## src/sv/utrp_pkg.sv

```systemverilog
// Shared types, codes, block encodings and the microcode program of the
// transfer ring producer. No dependencies; imported by every module.
`timescale 1ns / 1ps
`default_nettype none

package utrp_pkg;

    // Default sizing of the ring and of the buffer boundary (power of two)
    localparam int RING_ENTRIES_DEF   = 256;
    localparam int BOUNDARY_BYTES_DEF = 65536;

    // Input command codes
    localparam logic [1:0] CMD_BULK    = 2'd0;
    localparam logic [1:0] CMD_CONTROL = 2'd1;
    localparam logic [1:0] CMD_INTR    = 2'd2;

    // Result kinds
    localparam logic [1:0] KIND_BLOCK  = 2'd0;
    localparam logic [1:0] KIND_LINK   = 2'd1;
    localparam logic [1:0] KIND_REJECT = 2'd2;

    // Configuration register indexes
    localparam logic [1:0] REG_RING_BASE = 2'd0;
    localparam logic [1:0] REG_BULK_LEN  = 2'd1;
    localparam logic [1:0] REG_CTRL_MAX  = 2'd2;

    localparam logic [16:0] BULK_LEN_RST = 17'h1_0000;
    localparam logic [15:0] CTRL_MAX_RST = 16'h1000;

    // Block control word: type field at bit 10 and flags
    localparam logic [31:0] BT_NORMAL   = 32'h0000_0400;
    localparam logic [31:0] BT_SETUP    = 32'h0000_0800;
    localparam logic [31:0] BT_DATA     = 32'h0000_0C00;
    localparam logic [31:0] BT_STATUS   = 32'h0000_1000;
    localparam logic [31:0] BT_LINK     = 32'h0000_1800;
    localparam logic [31:0] FLAG_IOC    = 32'h0000_0020;
    localparam logic [31:0] FLAG_CHAIN  = 32'h0000_0010;
    localparam logic [31:0] FLAG_IDT    = 32'h0000_0040;
    localparam logic [31:0] FLAG_ISP    = 32'h0000_0004;
    localparam logic [31:0] FLAG_TOGGLE = 32'h0000_0002;
    localparam logic [31:0] FLAG_DIR    = 32'h0001_0000;
    localparam logic [31:0] TRT_OUT     = 32'h0002_0000;
    localparam logic [31:0] TRT_IN      = 32'h0003_0000;
    localparam logic [31:0] SETUP_LEN   = 32'd8;

    // Sequencer program
    localparam int STEP_W = 3;
    typedef logic [STEP_W-1:0] step_t;

    localparam step_t STEP_WAIT   = 3'd0;
    localparam step_t STEP_BULK   = 3'd1;
    localparam step_t STEP_SETUP  = 3'd2;
    localparam step_t STEP_DATA   = 3'd3;
    localparam step_t STEP_STATUS = 3'd4;
    localparam step_t STEP_INTR   = 3'd5;
    localparam step_t STEP_REJECT = 3'd6;

    typedef enum logic [2:0] {
        BLK_NONE,
        BLK_NORMAL,
        BLK_SETUP,
        BLK_DATA,
        BLK_STATUS,
        BLK_INTR,
        BLK_REJECT
    } blk_sel_t;

    typedef enum logic [1:0] {
        COND_ALWAYS,
        COND_DISPATCH,
        COND_MORE,
        COND_HAS_DATA
    } cond_t;

    typedef enum logic [1:0] {
        LAST_NEVER,
        LAST_ALWAYS,
        LAST_IF_NOT_COND
    } last_mode_t;

    typedef enum logic [1:0] {
        REQ_BULK,
        REQ_CONTROL,
        REQ_INTR,
        REQ_REJECT
    } req_kind_t;

    typedef struct packed {
        blk_sel_t   blk;
        cond_t      cond;
        last_mode_t last;
        step_t      jmp;
        step_t      fall;
    } ucode_t;

    // Sequencer to datapath
    typedef struct packed {
        logic     accept;
        logic     fire;
        blk_sel_t blk;
        logic     last;
    } seq_ctl_t;

    // Datapath to sequencer
    typedef struct packed {
        logic more;
        logic has_data;
        logic link_pend;
        logic can_emit;
    } dp_status_t;

    typedef struct packed {
        logic [31:0] control;
        logic [31:0] status;
        logic [63:0] param;
        logic [63:0] addr;
        logic [7:0]  slot;
        logic [1:0]  kind;
        logic        last;
    } result_t;

    // Microcode read-only table: one control word per step
    function automatic ucode_t ucode_rom(input step_t step);
        ucode_t uw;
        case (step)
            STEP_WAIT:   uw = '{BLK_NONE,   COND_DISPATCH, LAST_NEVER,       STEP_WAIT,
                                STEP_WAIT};
            STEP_BULK:   uw = '{BLK_NORMAL, COND_MORE,     LAST_IF_NOT_COND, STEP_BULK,
                                STEP_WAIT};
            STEP_SETUP:  uw = '{BLK_SETUP,  COND_HAS_DATA, LAST_NEVER,       STEP_DATA,
                                STEP_STATUS};
            STEP_DATA:   uw = '{BLK_DATA,   COND_ALWAYS,   LAST_NEVER,       STEP_STATUS,
                                STEP_STATUS};
            STEP_STATUS: uw = '{BLK_STATUS, COND_ALWAYS,   LAST_ALWAYS,      STEP_WAIT,
                                STEP_WAIT};
            STEP_INTR:   uw = '{BLK_INTR,   COND_ALWAYS,   LAST_ALWAYS,      STEP_WAIT,
                                STEP_WAIT};
            STEP_REJECT: uw = '{BLK_REJECT, COND_ALWAYS,   LAST_ALWAYS,      STEP_WAIT,
                                STEP_WAIT};
            default:     uw = '{BLK_NONE,   COND_ALWAYS,   LAST_NEVER,       STEP_WAIT,
                                STEP_WAIT};
        endcase
        return uw;
    endfunction

    // Entry step of each request kind
    function automatic step_t dispatch_step(input req_kind_t kind);
        step_t s;
        case (kind)
            REQ_BULK:    s = STEP_BULK;
            REQ_CONTROL: s = STEP_SETUP;
            REQ_INTR:    s = STEP_INTR;
            default:     s = STEP_REJECT;
        endcase
        return s;
    endfunction

endpackage

`default_nettype wire

```

## src/sv/utrp_sequencer.sv

```systemverilog
// Step counter and microcode control of the transfer ring producer.
// Depends on utrp_pkg (program table, control and status structs).
`timescale 1ns / 1ps
`default_nettype none

module utrp_sequencer
    import utrp_pkg::*;
(
    input  wire logic       clk,
    input  wire logic       rst_n,
    input  wire logic       s_tvalid,
    output logic            s_tready,
    input  wire req_kind_t  req_kind,
    input  wire dp_status_t stat,
    output seq_ctl_t        ctl
);

    step_t  step_reg;
    step_t  step_next;
    ucode_t uw;
    logic   wait_step;
    logic   accept;
    logic   fire;
    logic   cond_true;

    // Decode the current control word
    assign uw        = ucode_rom(step_reg);
    assign wait_step = (uw.cond == COND_DISPATCH);
    assign s_tready  = wait_step && !stat.link_pend;
    assign accept    = s_tvalid && s_tready;
    assign fire      = (uw.blk != BLK_NONE) && !stat.link_pend && stat.can_emit;

    always_comb
    begin
        case (uw.cond)
            COND_ALWAYS:   cond_true = 1'b1;
            COND_MORE:     cond_true = stat.more;
            COND_HAS_DATA: cond_true = stat.has_data;
            default:       cond_true = 1'b0;
        endcase
    end

    // Pick the next step: dispatch on a new transaction, branch after a push
    always_comb
    begin
        step_next = step_reg;
        if (wait_step)
        begin
            if (accept)
                step_next = dispatch_step(req_kind);
        end
        else if (fire)
        begin
            step_next = cond_true ? uw.jmp : uw.fall;
        end
    end

    assign ctl.accept = accept;
    assign ctl.fire   = fire;
    assign ctl.blk    = uw.blk;
    assign ctl.last   = (uw.last == LAST_ALWAYS) ||
                        ((uw.last == LAST_IF_NOT_COND) && !cond_true);

    always_ff @(posedge clk or negedge rst_n)
    begin
        if (!rst_n)
            step_reg <= STEP_WAIT;
        else
            step_reg <= step_next;
    end

endmodule

`default_nettype wire

```

## src/sv/utrp_datapath.sv

```systemverilog
// Request registers, block formation, ring index and cycle state, link
// insertion and the output register. Depends on utrp_pkg.
`timescale 1ns / 1ps
`default_nettype none

module utrp_datapath
    import utrp_pkg::*;
#(
    parameter int RING_ENTRIES   = RING_ENTRIES_DEF,
    parameter int BOUNDARY_BYTES = BOUNDARY_BYTES_DEF
)
(
    input  wire logic        clk,
    input  wire logic        rst_n,
    input  wire seq_ctl_t    ctl,
    output dp_status_t       stat,
    output req_kind_t        req_kind,
    // request fields
    input  wire logic [1:0]  command,
    input  wire logic [63:0] buffer_address,
    input  wire logic [16:0] length,
    input  wire logic        direction_in,
    input  wire logic [7:0]  request_type,
    input  wire logic [7:0]  request_code,
    input  wire logic [15:0] request_value,
    input  wire logic [15:0] request_index,
    // configuration
    input  wire logic [63:0] ring_base_address,
    input  wire logic [16:0] bulk_buffer_length,
    input  wire logic [15:0] control_max_length,
    // result
    output logic             out_valid,
    input  wire logic        out_ready,
    output result_t          out_result
);

    localparam int IW = $clog2(RING_ENTRIES);
    localparam int LB = $clog2(BOUNDARY_BYTES);
    localparam int RW = LB + 1;
    localparam logic [IW-1:0] WRAP_IDX  = IW'(RING_ENTRIES - 2);
    localparam logic [IW-1:0] LINK_IDX  = IW'(RING_ENTRIES - 1);
    localparam logic [RW-1:0] BOUNDARY  = RW'(BOUNDARY_BYTES);
    localparam logic [18:0]   BULK_SPAN = 19'(3 * BOUNDARY_BYTES);

    // Latched request
    logic [63:0] cur_addr_reg;
    logic [16:0] rem_reg;
    logic [16:0] len_reg;
    logic        dir_reg;
    logic        cin_reg;
    logic [7:0]  rtype_reg;
    logic [7:0]  rcode_reg;
    logic [15:0] rvalue_reg;
    logic [15:0] rindex_reg;

    // Ring state
    logic [IW-1:0] idx_reg;
    logic          cycle_reg;
    logic          link_pend_reg;
    logic          link_chain_reg;
    logic          link_last_reg;

    // Output stage
    logic    out_valid_reg;
    result_t out_reg;

    logic          can_emit;
    logic          link_fire;
    logic [RW-1:0] room;
    logic          more;
    logic [16:0]   chunk;
    logic          over_span;
    logic [31:0]   blk_ctrl;
    logic [63:0]   blk_param;
    logic [31:0]   blk_status;
    logic          wrap;
    result_t       push_res;
    result_t       link_res;

    // Classify the offered request; rejection checks run on the input fields
    assign over_span = (19'(length) + 19'(buffer_address[LB-1:0])) > BULK_SPAN;

    always_comb
    begin
        case (command)
            CMD_BULK:
                req_kind = ((length > bulk_buffer_length) || over_span) ?
                           REQ_REJECT : REQ_BULK;
            CMD_CONTROL:
                req_kind = (length > {1'b0, control_max_length}) ? REQ_REJECT : REQ_CONTROL;
            CMD_INTR:
                req_kind = REQ_INTR;
            default:
                req_kind = REQ_REJECT;
        endcase
    end

    // Split the bulk transfer at the next boundary
    assign room  = BOUNDARY - RW'(cur_addr_reg[LB-1:0]);
    assign more  = rem_reg > 17'(room);
    assign chunk = more ? 17'(room) : rem_reg;

    assign can_emit  = !out_valid_reg || out_ready;
    assign link_fire = link_pend_reg && can_emit;

    assign stat.more      = more;
    assign stat.has_data  = (len_reg != 17'd0);
    assign stat.link_pend = link_pend_reg;
    assign stat.can_emit  = can_emit;

    // Form the block selected by the control word
    always_comb
    begin
        blk_param  = '0;
        blk_status = '0;
        blk_ctrl   = '0;
        case (ctl.blk)
            BLK_NORMAL:
            begin
                blk_param  = cur_addr_reg;
                blk_status = 32'(chunk);
                blk_ctrl   = BT_NORMAL | (more ? FLAG_CHAIN : FLAG_IOC) |
                             (dir_reg ? FLAG_ISP : 32'd0);
            end
            BLK_SETUP:
            begin
                blk_param  = {len_reg[15:0], rindex_reg, rvalue_reg, rcode_reg, rtype_reg};
                blk_status = SETUP_LEN;
                blk_ctrl   = BT_SETUP | FLAG_IDT |
                             ((len_reg == 17'd0) ? 32'd0 : (cin_reg ? TRT_IN : TRT_OUT));
            end
            BLK_DATA:
            begin
                blk_param  = cur_addr_reg;
                blk_status = 32'(len_reg);
                blk_ctrl   = BT_DATA | (cin_reg ? FLAG_DIR : 32'd0);
            end
            BLK_STATUS:
            begin
                blk_ctrl = BT_STATUS | FLAG_IOC |
                           (((len_reg != 17'd0) && cin_reg) ? 32'd0 : FLAG_DIR);
            end
            BLK_INTR:
            begin
                blk_param  = cur_addr_reg;
                blk_status = 32'(len_reg);
                blk_ctrl   = BT_NORMAL | FLAG_IOC | FLAG_ISP;
            end
            default:
            begin
                blk_param = '0;
            end
        endcase
    end

    assign wrap = (ctl.blk != BLK_REJECT) && (idx_reg == WRAP_IDX);

    // Result of a push: a transfer block, or the rejection marker
    always_comb
    begin
        if (ctl.blk == BLK_REJECT)
        begin
            push_res      = '0;
            push_res.kind = KIND_REJECT;
            push_res.last = 1'b1;
        end
        else
        begin
            push_res.kind    = KIND_BLOCK;
            push_res.slot    = 8'(idx_reg);
            push_res.addr    = ring_base_address + (64'(idx_reg) << 4);
            push_res.param   = blk_param;
            push_res.status  = blk_status;
            push_res.control = blk_ctrl | 32'(cycle_reg);
            push_res.last    = ctl.last && !wrap;
        end
    end

    // Link block update at the last ring slot
    always_comb
    begin
        link_res.kind    = KIND_LINK;
        link_res.slot    = 8'(LINK_IDX);
        link_res.addr    = ring_base_address + (64'(LINK_IDX) << 4);
        link_res.param   = ring_base_address;
        link_res.status  = 32'd0;
        link_res.control = BT_LINK | FLAG_TOGGLE | (link_chain_reg ? FLAG_CHAIN : 32'd0) |
                           32'(cycle_reg);
        link_res.last    = link_last_reg;
    end

    // Ring state: advance on a push, wrap and hold a link update, toggle on link
    always_ff @(posedge clk or negedge rst_n)
    begin
        if (!rst_n)
        begin
            idx_reg        <= '0;
            cycle_reg      <= 1'b1;
            link_pend_reg  <= 1'b0;
            link_chain_reg <= 1'b0;
            link_last_reg  <= 1'b0;
            out_valid_reg  <= 1'b0;
        end
        else
        begin
            if (link_fire)
            begin
                link_pend_reg <= 1'b0;
                cycle_reg     <= ~cycle_reg;
            end
            else if (ctl.fire && (ctl.blk != BLK_REJECT))
            begin
                if (wrap)
                begin
                    idx_reg        <= '0;
                    link_pend_reg  <= 1'b1;
                    link_chain_reg <= (blk_ctrl & FLAG_CHAIN) != 32'd0;
                    link_last_reg  <= ctl.last;
                end
                else
                begin
                    idx_reg <= idx_reg + IW'(1);
                end
            end

            if (link_fire || ctl.fire)
                out_valid_reg <= 1'b1;
            else if (out_ready)
                out_valid_reg <= 1'b0;
        end
    end

    // Request registers and output payload
    always_ff @(posedge clk)
    begin
        if (ctl.accept)
        begin
            cur_addr_reg <= buffer_address;
            rem_reg      <= length;
            len_reg      <= length;
            dir_reg      <= direction_in;
            cin_reg      <= request_type[7];
            rtype_reg    <= request_type;
            rcode_reg    <= request_code;
            rvalue_reg   <= request_value;
            rindex_reg   <= request_index;
        end
        else if (ctl.fire && (ctl.blk == BLK_NORMAL))
        begin
            cur_addr_reg <= cur_addr_reg + 64'(chunk);
            rem_reg      <= rem_reg - chunk;
        end

        if (link_fire)
            out_reg <= link_res;
        else if (ctl.fire)
            out_reg <= push_res;
    end

    assign out_valid  = out_valid_reg;
    assign out_result = out_reg;

endmodule

`default_nettype wire

```

## src/sv/usb_transfer_trb_ring_producer.sv

```systemverilog
// Top level of the transfer ring producer: configuration registers, stream
// ports, sequencer and datapath. Depends on utrp_pkg, utrp_sequencer,
// utrp_datapath.
//
//   Port group   Direction  Carries
//   s_*          in         one transfer request per transaction
//   m_*          out        one ring entry, link update or rejection per transaction
//   APB          in/out     ring base, bulk length limit, control length limit
//
// A request is accepted and dispatched by the microcode sequencer, which
// then writes one ring entry per cycle while the result stream does not stall
// and no link update is pending; a link update adds one entry.
// Reset (rst_n low, asynchronous) sets the enqueue index to zero, the
// producer cycle bit to one and the limit registers to 65536 and 4096.
// A stalled m_tready freezes the step counter except at the waiting first
// step; s_tready is high only there and only with no link update pending.
`timescale 1ns / 1ps
`default_nettype none

module usb_transfer_trb_ring_producer
    import utrp_pkg::*;
#(
    parameter int RING_ENTRIES   = RING_ENTRIES_DEF,
    parameter int BOUNDARY_BYTES = BOUNDARY_BYTES_DEF
)
(
    input  wire logic         clk,
    input  wire logic         rst_n,
    // configuration port
    input  wire logic         psel,
    input  wire logic         penable,
    input  wire logic         pwrite,
    input  wire logic [4:0]   paddr,
    input  wire logic [63:0]  pwdata,
    output logic [63:0]       prdata,
    output logic              pready,
    // request stream
    input  wire logic         s_tvalid,
    output logic              s_tready,
    // buffer_address[63:0], length[80:64], direction_in[81], request_type[89:82],
    // request_code[97:90], request_value[113:98], request_index[129:114], zero pad
    input  wire logic [135:0] s_tdata,
    // command[1:0]
    input  wire logic [1:0]   s_tuser,
    // result stream
    output logic              m_tvalid,
    input  wire logic         m_tready,
    // ring_slot[7:0], entry_address[71:8], block_parameter[135:72],
    // block_status[167:136], block_control[199:168]
    output logic [199:0]      m_tdata,
    // entry_kind[1:0]
    output logic [1:0]        m_tuser,
    // last_of_run
    output logic              m_tlast
);

    logic [63:0] ring_base_reg;
    logic [16:0] bulk_len_reg;
    logic [15:0] ctrl_max_reg;
    logic        cfg_write;

    seq_ctl_t   ctl;
    dp_status_t stat;
    req_kind_t  req_kind;
    result_t    res;

    // Register write and read
    assign pready    = 1'b1;
    assign cfg_write = psel && penable && pwrite && pready;

    always_ff @(posedge clk or negedge rst_n)
    begin
        if (!rst_n)
        begin
            ring_base_reg <= '0;
            bulk_len_reg  <= BULK_LEN_RST;
            ctrl_max_reg  <= CTRL_MAX_RST;
        end
        else if (cfg_write)
        begin
            case (paddr[4:3])
                REG_RING_BASE: ring_base_reg <= pwdata;
                REG_BULK_LEN:  bulk_len_reg  <= pwdata[16:0];
                REG_CTRL_MAX:  ctrl_max_reg  <= pwdata[15:0];
                default:       ring_base_reg <= ring_base_reg;
            endcase
        end
    end

    always_comb
    begin
        case (paddr[4:3])
            REG_RING_BASE: prdata = ring_base_reg;
            REG_BULK_LEN:  prdata = 64'(bulk_len_reg);
            REG_CTRL_MAX:  prdata = 64'(ctrl_max_reg);
            default:       prdata = '0;
        endcase
    end

    utrp_sequencer u_seq (
        .clk      (clk),
        .rst_n    (rst_n),
        .s_tvalid (s_tvalid),
        .s_tready (s_tready),
        .req_kind (req_kind),
        .stat     (stat),
        .ctl      (ctl)
    );

    utrp_datapath #(
        .RING_ENTRIES   (RING_ENTRIES),
        .BOUNDARY_BYTES (BOUNDARY_BYTES)
    ) u_dp (
        .clk                (clk),
        .rst_n              (rst_n),
        .ctl                (ctl),
        .stat               (stat),
        .req_kind           (req_kind),
        .command            (s_tuser),
        .buffer_address     (s_tdata[63:0]),
        .length             (s_tdata[80:64]),
        .direction_in       (s_tdata[81]),
        .request_type       (s_tdata[89:82]),
        .request_code       (s_tdata[97:90]),
        .request_value      (s_tdata[113:98]),
        .request_index      (s_tdata[129:114]),
        .ring_base_address  (ring_base_reg),
        .bulk_buffer_length (bulk_len_reg),
        .control_max_length (ctrl_max_reg),
        .out_valid          (m_tvalid),
        .out_ready          (m_tready),
        .out_result         (res)
    );

    // Pack the result transaction
    assign m_tdata = {res.control, res.status, res.param, res.addr, res.slot};
    assign m_tuser = res.kind;
    assign m_tlast = res.last;

    // A link update always targets the last ring slot
    a_link_slot: assert property (@(posedge clk) disable iff (!rst_n)
        (m_tvalid && (m_tuser == KIND_LINK)) |-> (m_tdata[7:0] == 8'(RING_ENTRIES - 1)))
        else $error("link update not at the link slot");

    // A rejection is the only and so the final result of its request
    a_reject_last: assert property (@(posedge clk) disable iff (!rst_n)
        (m_tvalid && (m_tuser == KIND_REJECT)) |-> m_tlast)
        else $error("rejection without last_of_run");

    // Once a request is taken, no further one is taken in the next cycle
    a_one_at_a_time: assert property (@(posedge clk) disable iff (!rst_n)
        (s_tvalid && s_tready) |=> !s_tready)
        else $error("request accepted while the sequencer is busy");

endmodule

`default_nettype wire

```

## config.mk

```make
export PLATFORM = sky130hd
export DESIGN_NAME = usb_transfer_trb_ring_producer
export DESIGN_NICKNAME = d
export VERILOG_FILES = /design/src/sv/utrp_pkg.sv /design/src/sv/utrp_sequencer.sv /design/src/sv/utrp_datapath.sv /design/src/sv/usb_transfer_trb_ring_producer.sv
export SDC_FILE = /design/constraint.sdc
export NUM_CORES = 1
export LEC_CHECK = 0
export ABC_CLOCK_PERIOD_IN_PS = 7770
export BUFFER_PORTS_ARGS = -buffer_cell sky130_fd_sc_hd__buf_2
export CAP_MARGIN = 20
export CORE_ASPECT_RATIO = 1.2
export CORE_MARGIN = 4
export CORE_UTILIZATION = 56
export CTS_CLUSTER_SIZE = 16
export DETAILED_ROUTE_END_ITERATION = 10
export PLACE_DENSITY = 0.8
export SLEW_MARGIN = 20
export SYNTH_ARGS = -nofsm -noshare
export SYNTH_HDL_FRONTEND = slang
export SYNTH_SLANG_ARGS = --single-unit
```

## constraint.sdc

```tcl
create_clock -name clk -period 7.77 [get_ports clk]
set_input_delay 0.3885 -clock clk [delete_from_list [all_inputs] [get_ports clk]]
set_output_delay 0.3885 -clock clk [all_outputs]
set_load 0.02 [all_outputs]
```

==> After elaboration in Yosys (flattened, before gate mapping) <==
Cells that the tools add are included.
{ "totals": {"regBits": 464, "inputBits": 214} }
{ "op_classes": {"n_reduce_logical": 44, "n_addsub": 7, "order_cmp": 4, "n_bitwise": 5, "mux": 35, "eq_ne": 26} }
{ "ops": {"columns": ["cell", "count"], "rows": [
  ["203-bit two-way mux", 3],
  ["64-bit case mux with 3 select lines", 1],
  ["32-bit case mux with 5 select lines", 1],
  ["64-bit two-way mux", 2],
  ["64-bit case mux with 2 select lines", 1],
  ["17-bit two-way mux", 6],
  ["13-bit case mux with 7 select lines", 1],
  ["64-bit by 12-bit adder with 64-bit output", 1],
  ["64-bit by 12-bit adder with 64-bit output, second input constant", 1],
  ["64-bit by 17-bit adder with 64-bit output", 1],
  ["32-bit by 1-bit OR with 32-bit output", 2],
  ["17-bit case mux with 3 select lines", 1],
  ["17-bit greater-than comparator", 2],
  ["32-bit two-way mux", 1],
  ["32-bit OR", 1],
  ["19-bit by 18-bit greater-than comparator with 1-bit output, second input constant", 1],
  ["17-bit by 16-bit adder with 18-bit output", 1],
  ["3-bit == test, second input constant", 6],
  ["17-bit by 16-bit greater-than comparator with 1-bit output", 1],
  ["17-bit logical NOT", 1],
  ["17-bit nonzero test", 1],
  ["17-bit by 16-bit subtractor with 17-bit output, first input constant", 1],
  ["17-bit subtractor", 1],
  ["3-bit two-way mux", 5],
  ["other kinds (28)", 78]
]} }

==> Logic depth before layout (Yosys ltp) <==
Gate-level depths: netlist of the first run.
{ "logic_depth": {"depth_word": 11, "ltp_mapped": 28} }

==> Modules after synthesis <==
Synthesis of the first run repeated with hierarchy kept, for this count alone.
{ "hier_totals": {"cells_unflattened": 2512, "hier_area_um2": 25274.2} }
{ "by_module_without_submodules": {"columns": ["mod", "cells_per_inst", "instances", "area_per_inst_um2", "seq_area_each_um2"], "rows": [
  ["utrp_datapath", 2156, 1, 20574.7, 9485.3],
  ["usb_transfer_trb_ring_producer", 318, 1, 4364.2, 2429.8],
  ["utrp_sequencer", 38, 1, 335.3, 75.1]
]} }

==> Worst setup path before layout of the first run <==
Ideal clock, no wire load.
{ "synth_timing": {"path_kind": "reg2reg", "start": "register u_dp.cur_addr_reg[4]", "end": "register u_dp.cur_addr_reg[16], data pin", "slack_ns": 2.017, "t_required_ns": 7.514, "t_arrival_ns": 5.498, "setup_ns": 0.256, "path_stages_with_launch": 27, "path_cell_list": "edfxtp_1 > or4_4 > nor3_4 > nand2_2 > or3_4 > nor3_2 > xnor2_1 > inv_1 > ha_1 > nand2_1 > nor2_1 > nand4_1 > a21o_1 > a21oi_1 > buf_2 > buf_4 > mux2i_1 > inv_1 > ha_1 > a21oi_1 > nor2_1 > a2111oi_2 > a21oi_1 > o21ai_1 > a21boi_0 > or3_1 > a31o_2"} }
{ "synth_via": {"elab_chain_cells": 6} }
{ "synth_lines": {"columns": ["element", "line", "rtl"], "rows": [
  ["from (decl)", "utrp_datapath.sv:46", "logic [63:0] cur_addr_reg;"],
  ["from (signal assigned)", "utrp_datapath.sv:238", "cur_addr_reg <= buffer_address;"],
  ["from (signal assigned)", "utrp_datapath.sv:250", "cur_addr_reg <= cur_addr_reg + 64'(chunk);"],
  ["17-bit by 16-bit subtractor with 17-bit output", "utrp_datapath.sv:99", "assign room = BOUNDARY - RW'(cur_addr_reg[LB-1:0]);"],
  ["17-bit greater-than comparator", "utrp_datapath.sv:100", "assign more = rem_reg > 17'(room);"],
  ["17-bit two-way mux", "utrp_datapath.sv:101", "assign chunk = more ? 17'(room) : rem_reg;"],
  ["64-bit by 17-bit adder with 64-bit output (*)", "utrp_datapath.sv:250", null],
  ["64-bit two-way mux (*)", "utrp_datapath.sv:248", "else if (ctl.fire && (ctl.blk == BLK_NORMAL))"],
  ["64-bit two-way mux (*)", "utrp_datapath.sv:236", "if (ctl.accept)"]
]} }
Every way passes the cells marked *; elsewhere a longest branch is shown, timed or not. The select of a mux whose other input is x is not followed.
A chain may end at the register's enable or synchronous reset.

==> Final worst setup path of the first run <==
{ "layout_timing": {"start": "register u_dp.cur_addr_reg[4]", "end": "register u_dp.cur_addr_reg[49], data pin"} }
The elaborated chain is that of the path after synthesis.

==> impl_metrics.ini, run 1 <==
[global_route]
grtUsageTotal_pct = 35.1
antenna_found_initial = 1
grt_overflow = 0
grt_pass1_vias = 21319
grt_first_pass_wirelength_um = 127000
grt_max_degree = 94

[synthesis]
syn_inst = 2503
ys_top_cells_by_count = nand2_1, edfxtp_1, o21ai_0
avgSynthCellArea_um2 = 9.87
synth-seq-cells = 427
netlist_area_mm2 = 0.0247
synth_cell_types = 91
synth_edf_count = 287
synth_area_leaders = edfxtp_1, dfrtp_1, ha_1
synth_most_common_cell = nand2_1
synth_warnings = 0
synth_top_area_share_pct = 34.9
synth_top_cell_by_area = edfxtp_1
async_reset_ff_share_pct = 26.5
synth.yosys.seq_area_share_pct = 48.5
synth_ff_type = edfxtp_1

[cts]
root_buffer = clkbuf_16
cts_sinks = 427
clk_pin_slew_worst_paths_ns = 0.06
cts_max_path_buffers = 3
htree_levels = 2
cts_buffers = 45
cts_tree = done
clkLatencyLatePin_ns = 0.58
cts_resized = 0
post_cts_buffers = 0

[route]
drc = 0
drtPass1Iterations = 7
drt_wl_total_um = 87100
drt_iter0_drc = 2415
via_per_inst = 6.32
ant_nets = 0
vias = 22226
wl_per_cell_um = 24.8

[placement]
dpl_worst_slack_ns = 1.07
numPortBuffers = 437
dp_hpwl_um = 64400
numPlacedInstances = 3391
gp_congestion = 1.01

[floorplan]
die-area_mm2 = 0.0476
initial_core_util_pct = 56.5
die_h_um = 238
rows = 84
core_area_mm2 = 0.0437
io_pins = 484
fp.dieW_um = 200

[pwr]
max-vdd-ir-drop_uv = 315
power.leakage_nw = 12.0
powerDensity_mw_per_mm2 = 444

[setup_path]
worstPathBufferInverterCount = 4
startpoint_type = flop
crit_family = simple AND/OR/NAND/NOR gates
path_max_fanout = 14
crit_path_top_delay_cell = or4_4
crit_required_ns = 8.05
worst_setup_path_end_kind = flop
path_class = reg -> reg
max_stage_delay_ns = 0.59
arrival_ns = 7.06

[worst_hold_path]
hp-class = in -> reg

[final_layout]
drive_gt1_share_pct = 22.4
largest_register_ffs = 167
stdcell_count = 3517
finalNetCount = 3254
area_growth_pct = 17.9
fillers = 3378

[sta]
layout_setup_ws_ns = 0.995
worst_slew_pin_slew_ns = 1.03
period_minus_slack_ns = 6.77
finalSetupTns_ns = 0
finalSetupViolations = 0
slew_viol_final = 0
maxSlewHeadroom_pct = 31.5
max_freq_mhz = 148
finalHoldViolCount = 0
rsz0062_at_grt = no
fin_skew_ns = 0.0165
finalCritPeriodShare_pct = 87.2

[flow_run]
drv_cap = 0

[status]
status = completed
logic make-up (layout without fill, tap and decap cells):
| kind of cell | Yosys count | in the layout | share of synthesized area, % |
|---|---|---|---|
| AO/OA/AOI/OAI | 685 | 685 | 16.6 |
| multiplexers | 98 | 98 | 4.35 |
| buffers and inverters | 283 | 702 | 5.01 |
| AND/OR/NAND/NOR | 790 | 790 | 15.8 |
| flip-flops | 427 | 427 | 48.5 |
| XOR/XNOR | 100 | 100 | 3.55 |
| other | 2 | 38 | 0.0304 |
| adder cells (fa/ha/maj) | 118 | 118 | 6.10 |
report_power, final:
group	switching, mW	total [mW]	internal [mW]
logic	3.91	6.14	2.23
registers	0.888	4.56	3.67
clock network	0.950	2.22	1.27
worst paths after layout:
check / from / to / cells past startpoint / slack [ns]
worst min register to register: u_dp.out_result[1]$_SDFFE_PP1P_ / u_dp.out_result[1]$_SDFFE_PP1P_ / 2 / 0.45
worst max register to register: u_dp.cur_addr_reg[4]$_DFFE_PP_ / u_dp.cur_addr_reg[49]$_DFFE_PP_ / 26 / 1.0
max in group asynchronous: rst_n / ctrl_max_reg[13]$_DFFE_PN0P_ / 3 / 6.06
min in group asynchronous: rst_n / ring_base_reg[25]$_DFFE_PN0P_ / 2 / 0.33
worst max-delay path: u_dp.cur_addr_reg[4]$_DFFE_PP_ / u_dp.cur_addr_reg[49]$_DFFE_PP_ / 26 / 1.0
worst min-delay path: s_tdata[118] / u_dp.rindex_reg[4]$_DFFE_PP_ / 1 / 0.02
timing repair:
item	4_1_cts	5_1_grt
endpoints found under the setup margin	0	0
hold buffers	38	4
hold endpoints to repair	78	4
through the flow:
step	power, mW	cell area, um2	hold WS [ns]	util (%)
final	12.9	29100	0.0165	66.6
after global routing	13.7	29100	0.000555	66.6
after CTS	12.8	29100	0.000129	66.5
after detailed placement	10.6	27200	0.405	62.2
after global placement	10.3	27200	0.394	62.2
after floorplan	8.61	24800	0.0929	-
final cells by class:
| type | count | area [um2] | share of cell area [%] |
|---|---|---|---|
| Clock inverter | 28 | 298 | 1.02 |
| Multi-Input combinational cell | 1828 | 11700 | 40.1 |
| Tap cell | 559 | 699 | 2.40 |
| Antenna cell | 1 | 2.50 | 0.00859 |
| Sequential cell | 427 | 12000 | 41.2 |
| Clock buffer | 54 | 1200 | 4.12 |
| Inverter | 116 | 443 | 1.52 |
| Timing Repair Buffer | 504 | 2800 | 9.62 |
placed cells by master (no fill, tap or decap), types with 10 or more instances in the layout:
master	netlist	layout
a21o_1	21	21
a21oi_1	157	153
a22oi_1	81	81
a31oi_1	20	20
and2_1	58	58
and3_1	23	23
buf_2	23	436
buf_4	39	25
clkbuf_16	0	45
conb_1	2	37
dfrtp_1	110	110
dfxtp_1	27	27
dlygate4sd3_1	0	42
edfxtp_1	287	287
ha_1	114	114
inv_1	114	112
mux2_2	65	65
mux2i_1	32	32
nand2_1	299	296
nand2b_1	13	13
nand3_1	65	64
nand4_1	41	41
nor2_1	145	142
nor2b_1	11	11
nor3_1	49	48
nor4_1	23	22
o21a_1	10	10
o21ai_0	272	272
o21ai_1	12	12
o22ai_1	17	17
o31ai_1	16	16
or3_1	12	12
xnor2_1	69	69
xor2_1	31	31
routing by layer:
metal | global-route usage [%] | share of wire (%) | up-vias
met2 | 57.8 | 48 | 1443
met3 | 5.08 | 9.4 | 303
met5 | 0 | 0 | -
met4 | 20.7 | 7.2 | 0
met1 | 44.1 | 36 | 10559
li1 | - | - | 9921
Power figures use the tool's default switching activity.
==> run 2: changes to the inputs <==
--- a/config.mk
+++ b/config.mk
@@ -5,7 +5,7 @@
 export SDC_FILE = /design/constraint.sdc
 export NUM_CORES = 1
 export LEC_CHECK = 0
-export ABC_CLOCK_PERIOD_IN_PS = 7770
+export ABC_CLOCK_PERIOD_IN_PS = 6250
 export BUFFER_PORTS_ARGS = -buffer_cell sky130_fd_sc_hd__buf_2
 export CAP_MARGIN = 20
 export CORE_ASPECT_RATIO = 1.2
==> constraint.sdc (replaced) <==
create_clock -name clk -period 6.25 [get_ports clk]
set_input_delay 0.3125 -clock clk [delete_from_list [all_inputs] [get_ports clk]]
set_output_delay 0.3125 -clock clk [all_outputs]
set_load 0.02 [all_outputs]
==> run 2 against run 1 <==
Net effect:
- sequential share of layout area is 1.7 points lower
- non-clock buffer count is 122 higher
- critical endpoint is now u_dp.cur_addr_reg[16]$_DFFE_PP_
- core utilization is 2.9 points higher
- critical path type unchanged
- largest power group unchanged
- largest cell class unchanged
- worst hold slack improved by 0.0038 ns
- total power rose by 30%
- clock power increased by 25%
- final cell count up 3.5%
- global-route usage is 1.5 points higher
==> impl_metrics.ini, run 2 (synthesized netlist as in run 1, its figures left out) <==
[setup_path]
path_max_fanout = 5
crit_path_top_delay_cell = or4_4
path_class = reg -> reg
worst_setup_path_end_kind = flop
ff2ff_setup_slack_ns = 0.21
cp-endpoint = u_dp.cur_addr_reg[16]$_DFFE_PP_
startpoint_type = flop
startpoint = u_dp.cur_addr_reg[4]$_DFFE_PP_
crit_required_ns = 6.58
arrival_ns = 6.37
max_stage_delay_ns = 0.59
reg2regPathDepth = 27
r2r_start = u_dp.cur_addr_reg[4]$_DFFE_PP_
r2r-end = u_dp.cur_addr_reg[16]$_DFFE_PP_

[cts]
cts_buffers = 43
htree_levels = 2
clk_pin_slew_worst_paths_ns = 0.07
cts_tree = done
cts_max_path_buffers = 3
root_buffer = clkbuf_16
clkLatencyLatePin_ns = 0.59
cts_sinks = 427

[floorplan]
initial_core_util_pct = 56.5
die_h_um = 238
fp.dieW_um = 200
core_area_mm2 = 0.0437
rows = 84
io_pins = 484
die-area_mm2 = 0.0476

[global_route]
grt_first_pass_wirelength_um = 133000
antenna_found_initial = 4
grt_pass1_vias = 22435
grt_overflow = 0
grt_max_degree = 87
grtUsageTotal_pct = 36.7

[sta]
finalHoldViolCount = 0
fin_skew_ns = 0.0223
finalCritPeriodShare_pct = 96.7
holdWs_ns = 0.0203
period_minus_slack_ns = 6.04
rsz0062_at_grt = yes
maxSlewHeadroom_pct = 29.5
finalSetupTns_ns = 0
max_freq_mhz = 166
worst_slew_pin_slew_ns = 1.05
finalSetupViolations = 0
slew_viol_final = 0

[final_layout]
largest_register_ffs = 167
stdcell_count = 3639
finalInstanceArea_mm2 = 0.0304
area_growth_pct = 23.0
final_cell_mix = buf_2, nand2_1, edfxtp_1, o21ai_0, a21oi_1
drive_gt1_share_pct = 23.7
finalNetCount = 3374
layout_commonest_cell = buf_2

[flow_run]
drv_cap = 0

[route]
drt_wl_total_um = 91000
ant_nets = 0
drc = 0
via_per_inst = 6.26
wl_per_cell_um = 25.0
drt_iter0_drc = 2422
vias = 22775
drtPass1Iterations = 9

[pwr]
powerDensity_mw_per_mm2 = 551
power.leakage_nw = 12.6
max-vdd-ir-drop_uv = 348

[placement]
placed_area_mm2 = 0.0276
numPortBuffers = 437
numPlacedInstances = 3439
gp_congestion = 1.03
dp_hpwl_um = 65500

[status]
status = completed

[worst_hold_path]
hp-class = in -> reg
min-delay-start = s_tdata[20]
[run 2: area by class of cell]
| class | instances | area (um2) |
|---|---|---|
| flip-flops and latches | 427 | 12000 |
| diodes | 3 | 7.51 |
| repair buffers | 626 | 3920 |
| fillers | 3272 | 13300 |
| well taps | 559 | 699 |
| multi-input cells | 1828 | 11800 |
| clock inverters | 24 | 277 |
| clock buffers | 56 | 1220 |
| inverters | 116 | 443 |
[run 2: timing repair]
item | in CTS | in global routing
endpoints found under the setup margin | 0 | 46
gates resized for setup | 0 | 28
endpoints found under the hold margin | 180 | 0
hold buffers | 114 | 0
setup buffers | 0 | 3
[run 2: per-layer routing]
metal	share of wire, %	up-vias	wire [um]	global-route usage [%]
met5	0.014	-	13	0
met1	35	10804	32100	43.9
met2	47	1486	42900	60.1
met4	7.9	2	7210	24.0
li1	-	10151	-	-
met3	9.7	332	8790	7.17
[run 2: worst min-delay path by stage]
| stage | to | slack, ns | cells past startpoint |
|---|---|---|---|
| floorplan | bulk_len_reg[0]$_DFFE_PN0P_ | 0.02 | 0 |
| global placement | ring_base_reg[24]$_DFFE_PN0P_ | 0.32 | 1 |
| detailed placement | ring_base_reg[24]$_DFFE_PN0P_ | 0.33 | 1 |
| CTS | bulk_len_reg[12]$_DFFE_PN0P_ | 0.001 | 3 |
| global route | ctrl_max_reg[10]$_DFFE_PN0P_ | 0.03 | 3 |
| finish | u_dp.cur_addr_reg[20]$_DFFE_PP_ | 0.02 | 3 |
[run 2: stage by stage]
stage / power (mW) / worst slack (ns) / util (%)
final: 16.8 / 0.208 / 69.5
after detailed placement: 13.6 / 0.0541 / 63.0
after CTS: 16.4 / 0.0547 / 69.1
after global routing: 17.7 / -0.00549 / 69.5
after floorplan: 10.7 / 0.497 / -
after global placement: 13.3 / 0.118 / 63.0
[run 2: critical path: cells and delay by family, from the launching register on]
family | cells | cell delay [ns]
compound gates | 9 | 1.90
flops | 1 | 0.39
xor+xnor | 1 | 0.17
simple gates | 11 | 2.28
buf+inv | 4 | 0.47
fa+ha+maj | 2 | 0.59
[run 2: power by group]
part | internal [mW] | leakage, nW | total [mW] | switching, mW
clock network | 1.60 | 0.736 | 2.77 | 1.17
registers | 4.56 | 4.36 | 5.65 | 1.08
logic | 3.23 | 7.47 | 8.34 | 5.11
